`config.mk`:
```
export PLATFORM = sky130hd
export DESIGN_NAME = high_side_switch_diagnostic_scanner_core
export DESIGN_NICKNAME = d
export VERILOG_FILES = /design/src/design/hssds_pkg.sv /design/src/design/high_side_switch_diagnostic_scanner_core.sv
export SDC_FILE = /design/constraint.sdc
export NUM_CORES = 1
export LEC_CHECK = 0
export ABC_AREA = 1
export BUFFER_PORTS_ARGS = -buffer_cell sky130_fd_sc_hd__buf_4
export CORE_ASPECT_RATIO = 0.8
export CORE_UTILIZATION = 45
export DETAILED_ROUTE_END_ITERATION = 12
export SYNTH_ARGS = -nofsm -noshare
export SYNTH_HDL_FRONTEND = slang
export SYNTH_SLANG_ARGS = --single-unit
```
`constraint.sdc`:
```
create_clock -name i_clk -period 5.2 [get_ports i_clk]
set_input_delay 0.26 -clock i_clk [delete_from_list [all_inputs] [get_ports i_clk]]
set_output_delay 0.26 -clock i_clk [all_outputs]
set_load 0.01 [all_outputs]
```
`src/design/hssds_pkg.sv`:
```
package hssds_pkg;

    localparam int SAMPLES_PER_MEAN = 8;
    localparam int ADC_FULL_SCALE   = 4096;
    localparam int SCALE_NUM        = 10000;
    localparam int SCALED_MAX       = 10000;

    localparam int ADC_W     = 12;
    localparam int SCALED_W  = 14;
    localparam int COUNT_W   = 7;
    localparam int SUM_W     = 18;
    localparam int PROD_W    = ADC_W + SCALED_W;
    localparam int CFG_IDX_W = 3;
    localparam int CFG_DATA_W = 14;

    typedef enum logic [1:0] {
        REQ_TICK         = 2'd0,
        REQ_SWITCH       = 2'd1,
        REQ_READ_CURRENT = 2'd2,
        REQ_READ_DIAG    = 2'd3
    } t_req_type;

    typedef enum logic {
        PHASE_SELECT = 1'b0,
        PHASE_SAMPLE = 1'b1
    } t_scan_phase;

    typedef enum logic [CFG_IDX_W-1:0] {
        CFG_SHORT_GROUND = 3'd0,
        CFG_OC_CH0       = 3'd1,
        CFG_OC_CH1       = 3'd2,
        CFG_OL_THR_CH1   = 3'd3,
        CFG_OL_MASK_CH1  = 3'd4
    } t_cfg_index;

    localparam logic [ADC_W-1:0]    RST_SHORT_GROUND = 12'd4000;
    localparam logic [ADC_W-1:0]    RST_OC_CH0       = 12'd1000;
    localparam logic [ADC_W-1:0]    RST_OC_CH1       = 12'd2500;
    localparam logic [SCALED_W-1:0] RST_OL_THR_CH1   = 14'd30;

endpackage

```
`src/design/high_side_switch_diagnostic_scanner_core.sv`:
```
// two-channel high-side switch monitor
// input channel: i_in_valid / o_in_stall carry one request word (tick with adc
// sample, switch command, current read or diagnosis read); output channel:
// o_out_valid / i_out_stall carry one result word per request
// a word is taken on a rising edge with valid high and stall low
// path: an accepted word sits in the input register, then loads the result
// register once that is empty or draining, and o_out_valid marks the result;
// throughput one word per cycle while i_out_stall stays low, set by the
// single pass through the mean multiply-and-shift between those two
// registers
// enable and sense-select outputs show the switch state after the word held
// in the result register
// configuration: i_cfg_we writes register i_cfg_index with i_cfg_data; write
// only while no word is in flight
// reset (synchronous, active low) clears the pipeline, switches all off, mean
// valid and fresh marks, scan state, and loads the default thresholds
// when the receiver stalls, the result holds and the input register fills;
// o_in_stall rises once both registers are occupied, so nothing is lost
module high_side_switch_diagnostic_scanner_core (
    input  logic                                  i_clk,
    input  logic                                  i_rst_n,
    input  logic                                  i_in_valid,
    output logic                                  o_in_stall,
    input  logic [1:0]                            i_req_type,
    input  logic [1:0]                            i_channel,
    input  logic                                  i_switch_on,
    input  logic [hssds_pkg::ADC_W-1:0]           i_adc_sample,
    input  logic                                  i_adc_valid,
    output logic                                  o_out_valid,
    input  logic                                  i_out_stall,
    output logic                                  o_status,
    output logic [hssds_pkg::SCALED_W-1:0]        o_current_scaled,
    output logic                                  o_short_to_ground,
    output logic                                  o_over_current,
    output logic                                  o_open_load,
    output logic                                  o_enable_ch0,
    output logic                                  o_enable_ch1,
    output logic                                  o_sense_select,
    output logic                                  o_average_done,
    input  logic                                  i_cfg_we,
    input  logic [hssds_pkg::CFG_IDX_W-1:0]       i_cfg_index,
    input  logic [hssds_pkg::CFG_DATA_W-1:0]      i_cfg_data
);

    // configuration
    logic [hssds_pkg::ADC_W-1:0]    r_short_thr;
    logic [hssds_pkg::ADC_W-1:0]    r_oc_thr_ch0;
    logic [hssds_pkg::ADC_W-1:0]    r_oc_thr_ch1;
    logic [hssds_pkg::SCALED_W-1:0] r_ol_thr_ch1;
    logic                           r_ol_mask_ch1;

    // input register
    logic                           r_in_valid;
    hssds_pkg::t_req_type           r_req_type;
    logic [1:0]                     r_channel;
    logic                           r_switch_on;
    logic [hssds_pkg::ADC_W-1:0]    r_adc_sample;
    logic                           r_adc_valid;

    // scan state
    hssds_pkg::t_scan_phase         r_scan_phase, n_scan_phase;
    logic                           r_scan_channel, n_scan_channel;
    logic [1:0]                     r_channel_on, n_channel_on;
    logic [hssds_pkg::ADC_W-1:0]    r_mean_value [2];
    logic [1:0]                     r_mean_valid, n_mean_valid;
    logic [1:0]                     r_mean_fresh, n_mean_fresh;
    logic [hssds_pkg::COUNT_W-1:0]  r_sample_count, n_sample_count;
    logic [hssds_pkg::SUM_W-1:0]    r_sample_sum, n_sample_sum;
    logic                           r_mux_select, n_mux_select;

    // result register
    logic                           r_out_valid;
    logic                           r_status, n_status;
    logic [hssds_pkg::SCALED_W-1:0] r_current, n_current;
    logic                           r_sg, n_sg;
    logic                           r_oc, n_oc;
    logic                           r_ol, n_ol;
    logic                           r_done, n_done;

    logic                           w_out_ready;
    logic                           w_fire;
    logic                           w_bad;
    logic                           w_c;
    logic [hssds_pkg::SUM_W-1:0]    w_sum_add;
    logic [hssds_pkg::COUNT_W-1:0]  w_count_inc;
    logic                           w_mean_wr;
    logic [hssds_pkg::ADC_W-1:0]    w_mean_new;
    logic [hssds_pkg::ADC_W-1:0]    w_mean;
    logic [hssds_pkg::PROD_W-1:0]   w_prod;
    logic [hssds_pkg::PROD_W-1:0]   w_scaled;
    logic [hssds_pkg::ADC_W-1:0]    w_oc_thr;

    assign w_out_ready = !r_out_valid || !i_out_stall;
    assign w_fire      = r_in_valid && w_out_ready;
    assign o_in_stall  = r_in_valid && !w_out_ready;

    assign w_bad = r_channel[1];
    assign w_c   = r_channel[0];

    always_ff @(posedge i_clk) begin
        if (!i_rst_n) begin
            r_short_thr   <= hssds_pkg::RST_SHORT_GROUND;
            r_oc_thr_ch0  <= hssds_pkg::RST_OC_CH0;
            r_oc_thr_ch1  <= hssds_pkg::RST_OC_CH1;
            r_ol_thr_ch1  <= hssds_pkg::RST_OL_THR_CH1;
            r_ol_mask_ch1 <= 1'b0;
        end else if (i_cfg_we) begin
            case (hssds_pkg::t_cfg_index'(i_cfg_index))
                hssds_pkg::CFG_SHORT_GROUND: r_short_thr   <= i_cfg_data[hssds_pkg::ADC_W-1:0];
                hssds_pkg::CFG_OC_CH0:       r_oc_thr_ch0  <= i_cfg_data[hssds_pkg::ADC_W-1:0];
                hssds_pkg::CFG_OC_CH1:       r_oc_thr_ch1  <= i_cfg_data[hssds_pkg::ADC_W-1:0];
                hssds_pkg::CFG_OL_THR_CH1:   r_ol_thr_ch1  <= i_cfg_data;
                hssds_pkg::CFG_OL_MASK_CH1:  r_ol_mask_ch1 <= i_cfg_data[0];
                default: ;
            endcase
        end
    end

    // input register loads whenever it is empty or drains this cycle
    always_ff @(posedge i_clk) begin
        if (!i_rst_n) begin
            r_in_valid <= 1'b0;
        end else if (!o_in_stall) begin
            r_in_valid <= i_in_valid;
        end
    end

    always_ff @(posedge i_clk) begin
        if (!o_in_stall) begin
            r_req_type   <= hssds_pkg::t_req_type'(i_req_type);
            r_channel    <= i_channel;
            r_switch_on  <= i_switch_on;
            r_adc_sample <= i_adc_sample;
            r_adc_valid  <= i_adc_valid;
        end
    end

    assign w_sum_add   = r_sample_sum + hssds_pkg::SUM_W'(r_adc_sample);
    assign w_count_inc = r_sample_count + 1'b1;
    assign w_mean_new  = hssds_pkg::ADC_W'(w_sum_add / hssds_pkg::SUM_W'(hssds_pkg::SAMPLES_PER_MEAN));

    // next scan state
    always_comb begin
        n_scan_phase   = r_scan_phase;
        n_scan_channel = r_scan_channel;
        n_channel_on   = r_channel_on;
        n_mean_valid   = r_mean_valid;
        n_mean_fresh   = r_mean_fresh;
        n_sample_count = r_sample_count;
        n_sample_sum   = r_sample_sum;
        n_mux_select   = r_mux_select;
        w_mean_wr      = 1'b0;
        case (r_req_type)
            hssds_pkg::REQ_TICK: begin
                case (r_scan_phase)
                    hssds_pkg::PHASE_SELECT: begin
                        if (r_channel_on[r_scan_channel]) begin
                            n_mux_select = r_scan_channel;
                            n_scan_phase = hssds_pkg::PHASE_SAMPLE;
                        end else begin
                            n_scan_channel = !r_scan_channel;
                        end
                    end
                    hssds_pkg::PHASE_SAMPLE: begin
                        if (r_adc_valid) begin
                            n_sample_sum   = w_sum_add;
                            n_sample_count = w_count_inc;
                            if (w_count_inc >= hssds_pkg::COUNT_W'(hssds_pkg::SAMPLES_PER_MEAN)) begin
                                w_mean_wr                    = 1'b1;
                                n_mean_valid[r_scan_channel] = 1'b1;
                                n_mean_fresh[r_scan_channel] = 1'b1;
                                n_sample_sum                 = '0;
                                n_sample_count               = '0;
                                n_scan_channel               = !r_scan_channel;
                                n_scan_phase                 = hssds_pkg::PHASE_SELECT;
                            end
                        end
                    end
                    default: ;
                endcase
            end
            hssds_pkg::REQ_SWITCH: begin
                if (!w_bad) n_channel_on[w_c] = r_switch_on;
            end
            hssds_pkg::REQ_READ_DIAG: begin
                if (!w_bad) n_mean_fresh[w_c] = 1'b0;
            end
            default: ;
        endcase
    end

    assign w_mean   = r_mean_value[w_c];
    assign w_prod   = hssds_pkg::PROD_W'(w_mean) * hssds_pkg::PROD_W'(hssds_pkg::SCALE_NUM);
    assign w_scaled = w_prod / hssds_pkg::PROD_W'(hssds_pkg::ADC_FULL_SCALE);
    assign w_oc_thr = w_c ? r_oc_thr_ch1 : r_oc_thr_ch0;

    // result word
    always_comb begin
        n_status  = 1'b0;
        n_current = '0;
        n_sg      = 1'b0;
        n_oc      = 1'b0;
        n_ol      = 1'b0;
        n_done    = w_mean_wr;
        case (r_req_type)
            hssds_pkg::REQ_SWITCH: begin
                n_status = w_bad;
            end
            hssds_pkg::REQ_READ_CURRENT: begin
                if (w_bad || !r_mean_valid[w_c]) begin
                    n_status = 1'b1;
                end else if (w_scaled > hssds_pkg::PROD_W'(hssds_pkg::SCALED_MAX)) begin
                    n_current = hssds_pkg::SCALED_W'(hssds_pkg::SCALED_MAX);
                end else begin
                    n_current = w_scaled[hssds_pkg::SCALED_W-1:0];
                end
            end
            hssds_pkg::REQ_READ_DIAG: begin
                if (w_bad) begin
                    n_status = 1'b1;
                end else if (r_mean_fresh[w_c]) begin
                    if (w_mean > r_short_thr) begin
                        n_sg = 1'b1;
                    end else if (w_mean > w_oc_thr) begin
                        n_oc = 1'b1;
                    end else if (!w_c) begin
                        n_ol = (w_scaled == '0);
                    end else if (!r_ol_mask_ch1) begin
                        n_ol = (w_scaled < hssds_pkg::PROD_W'(r_ol_thr_ch1));
                    end
                end
            end
            default: ;
        endcase
    end

    always_ff @(posedge i_clk) begin
        if (!i_rst_n) begin
            r_scan_phase   <= hssds_pkg::PHASE_SELECT;
            r_scan_channel <= 1'b0;
            r_channel_on   <= '0;
            r_mean_valid   <= '0;
            r_mean_fresh   <= '0;
            r_sample_count <= '0;
            r_sample_sum   <= '0;
            r_mux_select   <= 1'b0;
            r_out_valid    <= 1'b0;
        end else begin
            if (w_fire) begin
                r_scan_phase   <= n_scan_phase;
                r_scan_channel <= n_scan_channel;
                r_channel_on   <= n_channel_on;
                r_mean_valid   <= n_mean_valid;
                r_mean_fresh   <= n_mean_fresh;
                r_sample_count <= n_sample_count;
                r_sample_sum   <= n_sample_sum;
                r_mux_select   <= n_mux_select;
            end
            if (w_out_ready) begin
                r_out_valid <= r_in_valid;
            end
        end
    end

    always_ff @(posedge i_clk) begin
        if (w_fire) begin
            if (w_mean_wr) r_mean_value[r_scan_channel] <= w_mean_new;
            r_status  <= n_status;
            r_current <= n_current;
            r_sg      <= n_sg;
            r_oc      <= n_oc;
            r_ol      <= n_ol;
            r_done    <= n_done;
        end
    end

    // switch state only moves when a result word is loaded
    assign o_out_valid       = r_out_valid;
    assign o_status          = r_status;
    assign o_current_scaled  = r_current;
    assign o_short_to_ground = r_sg;
    assign o_over_current    = r_oc;
    assign o_open_load       = r_ol;
    assign o_enable_ch0      = r_channel_on[0];
    assign o_enable_ch1      = r_channel_on[1];
    assign o_sense_select    = r_mux_select;
    assign o_average_done    = r_done;

endmodule
```
==> results_dict.tcl, run 1 <==
set metrics [dict create \
    status "complete, but fails checks" \
    violations "negative setup slack" \
    synth-xor-area-share 0.0166 \
    startpoint_type "register" \
    diodes 0 \
    pwr-share-clk 0.265 \
    switching_share 0.374 \
    fin_ws_ns -0.0212 \
    reg2reg_slack_ns -0.02 \
    path_max_fanout 5 \
    vdd_drop_max_mv 0.226 \
    p_sw_w 0.00179 \
    synth_largest_area_cell "edfxtp_1" \
    combPwrFrac 0.477 \
    synth_cells 1053 \
    clk_pin_slew_ns 0.06 \
    fin_crit_sh 1.00 \
    power-per-cell-area_nw_per_um2 411 \
    p_leak_nw 5.29 \
    synthArstFlopShare 0 \
    synth_compound_area_frac 0.118 \
    synth_top_family_by_area "adder cells" \
    ys_types 40 \
    slowest_stage "fa_1" \
    cpPeakStageDelay_ns 0.54 \
    syn-cell-area_um2 8970 \
    holdCritPathClass "in -> reg" \
    met2_wirelength_um 9810 \
    period_minus_slack_ns 5.22 \
    gp_congestion 0.908 \
    hold_viol_final 0 \
    synth_top_area_share 0.204 \
    crit_buf_inv 9 \
    design_area_um2 11700 \
    final_max_slew_viol_count 0 \
    critPathArrivalTime_ns 5.50 \
    clockBufferDepth 2 \
    path_common_cell "inv_2" \
    via_per_inst 5.05 \
    avgSynthCellArea_um2 8.52 \
    hold_depth 1 \
    wirelength_um 22700 \
    met1_length_um 11700 \
    drc 0 \
    grt.total_usage 0.226 \
    first_global_vias 7150 \
    synth-seq-cells 146 \
    worst_pin_slew_ns 1.17 \
    yosys-top-cells-area "edfxtp_1 20%, dfxtp_1 19%, ha_1 15%" \
    yosysMostFrequentCell "nand2_1" \
    htree_levels 4 \
    seqPwrFrac 0.259 \
    worstSetupPathType "reg -> reg" \
    yosysWarnings 0 \
    worst_r2r_endpoint "o_open_load" \
    skew_ns 0.00909 \
    grt_max_degree 56 \
    setup_violations 1 \
    synth_common_cells "186 x nand2_1, 156 x inv_1, 106 x ha_1" \
    grt_antenna_before_repair 0 \
    drive_gt1_frac 0.253 \
    clkLatencyLatePin_ns 0.43 \
    final_nets 1373 \
    postRouteAntennaNets 0 \
    placed_cell_area_um2 10200 \
    worstPathRequired_ns 5.47 \
    drt_iter0_markers 504 \
    whs_ns 0.0210 \
    synth-simple-area-share 0.184 \
    hpwl_um 16600 \
    io_buffer_count 63 \
    dieArea_um2 20500 \
    io_pins 64 \
    dieHeight_um 128 \
    synth_mux_area_frac 0.0123 \
    clock-root-buffer "clkbuf_16" \
    p_int_w 0.00300 \
    critPathTopFamily "adder cells" \
    tns_ns -0.0212 \
    ys.flop_type "dfxtp_1" \
    relSlewSlack 0.215 \
    fmax_ghz 0.192 \
    finalPower_w 0.00479 \
    cp-end-kind "register" \
    met3WireLength_um 1050 \
    area_delta_synth_final_pct 30.0 \
    drt_pass1_iterations 5 \
    maxCapViolCount 0 \
    reg2regPathDepth 29 \
    cts_tree "built" \
    vias 7456 \
    clock_sinks 146 \
    cts_buffers 17 \
    rsz0062_at_grt "yes" \
    fp-row-count 45 \
    worstHoldEndpoint "r_req_type[1]" \
    grt-ovfl-total 0 \
    fillers 1702 \
    routedWlPerCell_um 15.4 \
    worstHoldStart "i_req_type[1]" \
    ys_seq_area_frac 0.394 \
    die_w_um 160 \
    coreArea_um2 19300 \
    syn_nets 1222 \
    postLayoutCoreUtil 0.606 \
    synth_fa_ha_area_frac 0.199 \
    top_layer "met4" \
    synth_edf_count 61 \
    grt_pass1_wl_um 36100 \
    initial_utilization 0.466 \
]
-- power groups by stage --
stage,logic (W),clock network [W],registers (W)
2_1_floorplan,0.00102,0,0.00126
3_3_place_gp,0.00173,0,0.00126
3_5_place_dp,0.00173,0,0.00126
4_1_cts,0.00191,0.00129,0.00124
5_1_grt,0.00250,0.00134,0.00124
6_report,0.00228,0.00127,0.00124
-- routing by layer --
metal  up-vias  global-route usage
li1       3807                   -
met1      3487               0.330
met3        12              0.0443
met4         0              0.0538
met2       150               0.343
met5         -                   0
-- worst register-to-register path: cells and delay by family (launching register included) --
kind                       cells  cell delay (ns)
adders and majority gates      7             2.54
buffers and inverters          9             0.53
and+or+nand+nor                9             0.91
AOI/OAI and AO/OA              4             0.67
DFF                            1             0.43
-- kinds of logic (layout without fill, tap and decap cells) --
group,Yosys count,after routing
AO/OA/AOI/OAI,195,195
XOR/XNOR,17,17
adder cells (fa/ha/maj),129,129
buffers and inverters,182,345
flip-flops,146,146
multiplexers,11,11
AND/OR/NAND/NOR,373,374
-- cells in the final DEF (no fill, tap or decap), types with 6 or more instances in the layout --
| cell type | instances |
|---|---|
| o211ai_1 | 11 |
| inv_2 | 16 |
| nand4_1 | 10 |
| or2_2 | 7 |
| o21ai_1 | 6 |
| a21oi_2 | 12 |
| nand3_1 | 35 |
| nor2_2 | 16 |
| nand2_2 | 30 |
| buf_4 | 132 |
| nand2_1 | 168 |
| nor2_1 | 72 |
| nor3_1 | 11 |
| ha_1 | 82 |
| fa_1 | 23 |
| a21oi_1 | 84 |
| o21ai_0 | 54 |
| xor2_1 | 12 |
| mux2i_1 | 11 |
| ha_4 | 23 |
| inv_1 | 143 |
| edfxtp_1 | 61 |
| clkbuf_16 | 19 |
| dlygate4sd3_1 | 16 |
| dfxtp_1 | 84 |
-- per-stage QoR --
step,setup slack (ns),cells
global placement,-0.253,1412
detailed placement,-0.262,1412
floorplan,0.0231,1053
CTS,0.00609,1460
finish,-0.0212,1475
global route,-0.300,1475
-- what timing repair did --
action	in CTS	in global routing
setup endpoints to repair	14	14
setup buffers	1	11
pin swaps	13	34
hold buffers	15	1
endpoints found under the hold margin	15	1
gates cloned	0	3
gates resized for setup	30	90
-- flip-flops by register name, indices dropped and copies added (netlist names), 2 cells and up, named ones only --
| signal | count |
|---|---|
| r_mean_value | 24 |
| r_sample_sum | 15 |
| o_current_scaled | 14 |
| r_ol_thr_ch1 | 14 |
| r_adc_sample | 12 |
| r_oc_thr_ch0 | 12 |
| r_oc_thr_ch1 | 12 |
| r_short_thr | 12 |
| r_sample_count | 7 |
| r_channel | 2 |
| r_channel_on | 2 |
| r_mean_fresh | 2 |
| r_mean_valid | 2 |
| r_req_type | 2 |
-- worst max-delay path by stage --
stage	from	to	slack (ns)	cells past startpoint
6_report	register	o_open_load	-0.02	29
4_1_cts	register	o_open_load	0.006	29
2_1_floorplan	register	o_open_load	0.02	28
3_5_place_dp	register	o_open_load	-0.26	25
3_3_place_gp	register	o_open_load	-0.25	25
5_1_grt	register	o_open_load	-0.30	29
-- area by class of cell --
class | count | area (um^2) | area share
inverter | 160 | 606 | 0.0519
clock buffer | 20 | 468 | 0.0401
clock inverter | 12 | 144 | 0.0123
multi-input combinational | 726 | 5360 | 0.460
tap | 258 | 323 | 0.0277
timing repair inverter | 1 | 6.26 | 0.000536
sequential | 146 | 3540 | 0.303
timing repair buffer | 152 | 1220 | 0.105
(Power assumes the default switching activity.)
==> run 2: changes to the inputs <==
CORE_ASPECT_RATIO = not set   (was 0.8)
==> results_dict.tcl, run 2 (same netlist as run 1, synthesis figures left out) <==
set metrics [dict create \
    status "complete, but fails checks" \
    violations "negative setup slack" \
    htree_levels 4 \
    path_max_fanout 5 \
    clock-root-buffer "clkbuf_16" \
    gp_congestion 0.925 \
    fmax_ghz 0.192 \
    skew_ns 0.0138 \
    holdCritPathClass "in -> reg" \
    first_global_vias 6926 \
    grt_antenna_before_repair 0 \
    rsz0062_at_grt "yes" \
    p_leak_nw 5.21 \
    grt-ovfl-total 0 \
    area_delta_synth_final_pct 27.8 \
    via_per_inst 4.96 \
    fp-row-count 51 \
    clkLatencyLatePin_ns 0.42 \
    vdd_drop_max_mv 0.221 \
    largest_reg_flops 24 \
    drt_iter0_markers 257 \
    final_max_slew_viol_count 0 \
    clockBufferDepth 2 \
    power-per-cell-area_nw_per_um2 402 \
    relSlewSlack 0.256 \
    worstSetupPathType "reg -> reg" \
    io_buffer_count 63 \
    dieArea_um2 20500 \
    postRouteAntennaNets 0 \
    drive_gt1_frac 0.242 \
    clock_sinks 146 \
    diodes 0 \
    final_cell_mix "166 x nand2_1, 144 x inv_1, 121 x buf_4, 85 x a21oi_1, 85 x ha_1" \
    worstHoldStart "i_channel[1]" \
    vias 7275 \
    critPathArrivalTime_ns 5.47 \
    period_minus_slack_ns 5.20 \
    clk_pin_slew_ns 0.06 \
    top_regs "r_mean_value (24), r_sample_sum (15)" \
    drt_pass1_iterations 5 \
    postLayoutCoreUtil 0.587 \
    hpwl_um 15500 \
    drc 0 \
    dieHeight_um 143 \
    regMostFlops "r_mean_value" \
    worstPathRequired_ns 5.47 \
    grt_pass1_wl_um 33600 \
    final_nets 1357 \
    finalPower_w 0.00461 \
    initial_utilization 0.460 \
    coreArea_um2 19500 \
    cts_buffers 17 \
    startpoint_type "register" \
    fin_crit_sh 1.00 \
    maxCapViolCount 0 \
    setup_violations 1 \
    worst_pin_slew_ns 1.11 \
    routedWlPerCell_um 14.4 \
    grt.total_usage 0.213 \
    hold_viol_final 0 \
    fin_ws_ns -0.000217 \
    wirelength_um 21200 \
    cts_tree "built" \
    grt_max_degree 56 \
    final_common_cell "nand2_1" \
    cp-end-kind "register" \
    io_pins 64 \
    die_w_um 143 \
]
-- run 2: cell count changes in the layout (fill, tap and decap cells not counted), sizes merged --
cell and delta:
inv +2, clkinv +1, buf -13, clkbuf -3
dlygate4sd3 -2, clkinvlp -1
-- run 2: final timing paths --
| kind | slack [ns] | to | cells after the start |
|---|---|---|---|
| setup / recovery | -0.0002 | o_open_load | 25 |
| hold reg to reg | 0.46 | r_oc_thr_ch0[8] | 2 |
| setup reg to reg | -0.0002 | o_open_load | 25 |
| hold / removal | 0.01 | r_channel[1] | 1 |
-- run 2: per-stage QoR --
stage                      TNS (ns)  instance area [um^2]  setup WS [ns]  hold slack (ns)  cells
after floorplan                   0                  9010         0.0231            0.359   1053
after global placement       -0.148                 10100         -0.148            0.438   1412
after detailed placement     -0.226                 10100         -0.217            0.439   1412
after CTS                         0                 11000       0.000264         0.000408   1461
after global routing          -1.14                 11500         -0.200         0.000752   1466
final                     -0.000217                 11500      -0.000217           0.0150   1466
-- run 2: what timing repair did --
action	in CTS	in global routing
setup buffers	3	3
hold endpoints to repair	14	0
setup endpoints to repair	14	14
pin swaps	9	48
cloned	0	2
hold buffers	14	0
gates resized for setup	34	84
-- run 2: report_power, final --
group	switching [W]	total [W]	internal, W
clock	0.000504	0.00122	0.000714
combinational	0.00121	0.00215	0.000947
sequential	0.0000150	0.00124	0.00122
-- run 2: per-layer routing --
layer	track usage	part of all wire	up-vias	wire length (um)
li1	-	-	3764	-
met1	0.270	0.45	3358	9610
met2	0.378	0.50	136	10600
met3	0.0355	0.033	17	696
met4	0.0487	0.0099	0	209
met5	0	0	-	0
-- run 2: cell type report --
cell class	instances	area, um^2
inverters	160	606
repair buffers	136	1060
fillers	1718	8060
clock buffers	18	429
multi-input cells	726	5340
flip-flops and latches	146	3540
well taps	265	332
clock inverters	14	153
repair inverters	1	6.26
-- run 2: critical path, stage by stage, from the launching register on --
cell       delay, ns
dfxtp_4         0.40
inv_6           0.04
or2_2           0.26
o21ai_0         0.07
buf_4           0.15
fa_1            0.41
inv_2           0.08
ha_4            0.19
fa_1            0.54
ha_4            0.22
fa_1            0.59
ha_4            0.25
a21oi_4         0.23
o21ai_2         0.11
buf_4           0.14
a21oi_1         0.14
nand2_1         0.08
nand2_1         0.06
nand2_1         0.12
ha_1            0.21
a21oi_1         0.12
nand3b_1        0.13
a21oi_2         0.07
a2111oi_4       0.18
nand2_1         0.09
a21oi_1         0.16
==> run 3: changes to the inputs <==
CORE_UTILIZATION = 39   (was 45)
REMOVE_ABC_BUFFERS = 1   (was not set)
==> results_dict.tcl, run 3 (same netlist as run 1, synthesis figures left out) <==
set metrics [dict create \
    final_nets 1374 \
    status "complete, but fails checks" \
    skew_ns 0.00837 \
    hold_viol_final 0 \
    fmax_ghz 0.192 \
    routedWlPerCell_um 13.9 \
    io_buffer_count 63 \
    coreArea_um2 22600 \
    top_regs "r_mean_value (24), r_sample_sum (15)" \
    clk_pin_slew_ns 0.07 \
    rsz0062_at_grt "yes" \
    largest_reg_flops 24 \
    fillers 2071 \
    setup_violations 1 \
    htree_levels 4 \
    cts_tree "built" \
    grt_antenna_before_repair 0 \
    design_area_um2 11600 \
    holdCritPathClass "in -> reg" \
    p_leak_nw 5.28 \
    drt_pass1_iterations 5 \
    gp_congestion 0.894 \
    maxCapViolCount 0 \
    grt_pass1_wl_um 34200 \
    cpPeakStageDelay_ns 0.52 \
    fin_crit_sh 1.00 \
    wirelength_um 21000 \
    drc 0 \
    grt-ovfl-total 0 \
    worst_pin_slew_ns 1.10 \
    place_ws_ns -0.298 \
    clock_sinks 146 \
    final_common_cell "nand2_1" \
    fp-row-count 55 \
    diodes 0 \
    hpwl_um 15500 \
    postLayoutCoreUtil 0.515 \
    initial_utilization 0.398 \
    first_global_vias 7095 \
    regMostFlops "r_mean_value" \
    dieHeight_um 154 \
    cts_buffers 17 \
    fin_ws_ns -0.0212 \
    drive_gt1_frac 0.256 \
    dieArea_um2 23600 \
    final_cell_mix "167 x nand2_1, 144 x inv_1, 133 x buf_4, 87 x ha_1, 84 x dfxtp_1" \
    final_max_slew_viol_count 0 \
    die_w_um 154 \
    cp-end-kind "register" \
    slowest_stage "fa_1" \
    clock-root-buffer "clkbuf_16" \
    grt.total_usage 0.183 \
    worstPathRequired_ns 5.49 \
    critPathArrivalTime_ns 5.51 \
    clkLatencyLatePin_ns 0.43 \
    io_pins 64 \
    vias 7362 \
    via_per_inst 4.90 \
    vdd_drop_max_mv 0.285 \
    placed_cell_area_um2 10200 \
    power-per-cell-area_nw_per_um2 408 \
    clockBufferDepth 2 \
    violations "negative setup slack" \
    drt_iter0_markers 348 \
    area_delta_synth_final_pct 29.5 \
    period_minus_slack_ns 5.22 \
    path_common_cell "nand2_1" \
    worstSetupPathType "reg -> reg" \
    postRouteAntennaNets 0 \
    startpoint_type "register" \
    grt_max_degree 56 \
    path_max_fanout 5 \
    relSlewSlack 0.263 \
]
run 3: worst max-delay path, delay by kind of cell (launching register included):
| family | cells | cell delay [ns] |
|---|---|---|
| buffers and inverters | 7 | 0.55 |
| adder cells (fa/ha/maj) | 7 | 2.45 |
| AND/OR/NAND/NOR | 12 | 1.20 |
| AO/OA/AOI/OAI | 3 | 0.47 |
| flip-flops | 1 | 0.40 |
run 3: cell type report:
cell class	instances	area [um^2]	share of cell area
Clock buffer	17	425	0.0366
Timing Repair Buffer	153	1210	0.104
Tap cell	285	357	0.0307
Inverter	160	603	0.0519
Timing Repair inverter	1	7.51	0.000646
Multi-Input combinational cell	726	5290	0.455
Clock inverter	15	193	0.0166
Sequential cell	146	3540	0.304
run 3: layer usage:
| layer | routed length, um | track usage | share of wire | up-vias |
|---|---|---|---|---|
| li1 | - | - | - | 3797 |
| met1 | 9680 | 0.230 | 0.46 | 3407 |
| met2 | 10300 | 0.315 | 0.49 | 133 |
| met3 | 591 | 0.0285 | 0.028 | 25 |
| met4 | 390 | 0.0714 | 0.019 | 0 |
| met5 | 0 | 0 | 0 | - |
run 3: what timing repair did:
item | 4_1_cts | 5_1_grt
pin swaps | 30 | 36
hold endpoints to repair | 17 | 0
cloned | 1 | 1
gates resized for setup | 62 | 68
hold buffers | 17 | 0
setup endpoints to repair | 14 | 14
setup buffers | 3 | 6
run 3: metrics by stage:
stage               hold WS (ns)  power, W  setup TNS, ns  std cells
finish                    0.0224   0.00474        -0.0212       1503
global route              0.0126   0.00504          -1.58       1503
CTS                     0.000864   0.00449              0       1496
detailed placement         0.439   0.00290          -2.56       1443
global placement           0.437   0.00290          -1.41       1443
floorplan                  0.344   0.00225         -0.751       1031
run 3: where the power goes:
part | switching (W) | internal, W | total, W | leakage, nW
combinational | 0.00121 | 0.000994 | 0.00220 | 3.69
clock | 0.000532 | 0.000768 | 0.00130 | 0.295
sequential | 0.0000160 | 0.00122 | 0.00124 | 1.30
run 3: worst paths after layout:
path / to / slack [ns] / depth (start not counted) / start
max: o_open_load / -0.02 / 29 / register
min: r_channel[0] / 0.02 / 1 / i_channel[0]
max reg2reg: o_open_load / -0.02 / 29 / register
min reg2reg: r_ol_mask_ch1 / 0.45 / 2 / r_ol_mask_ch1
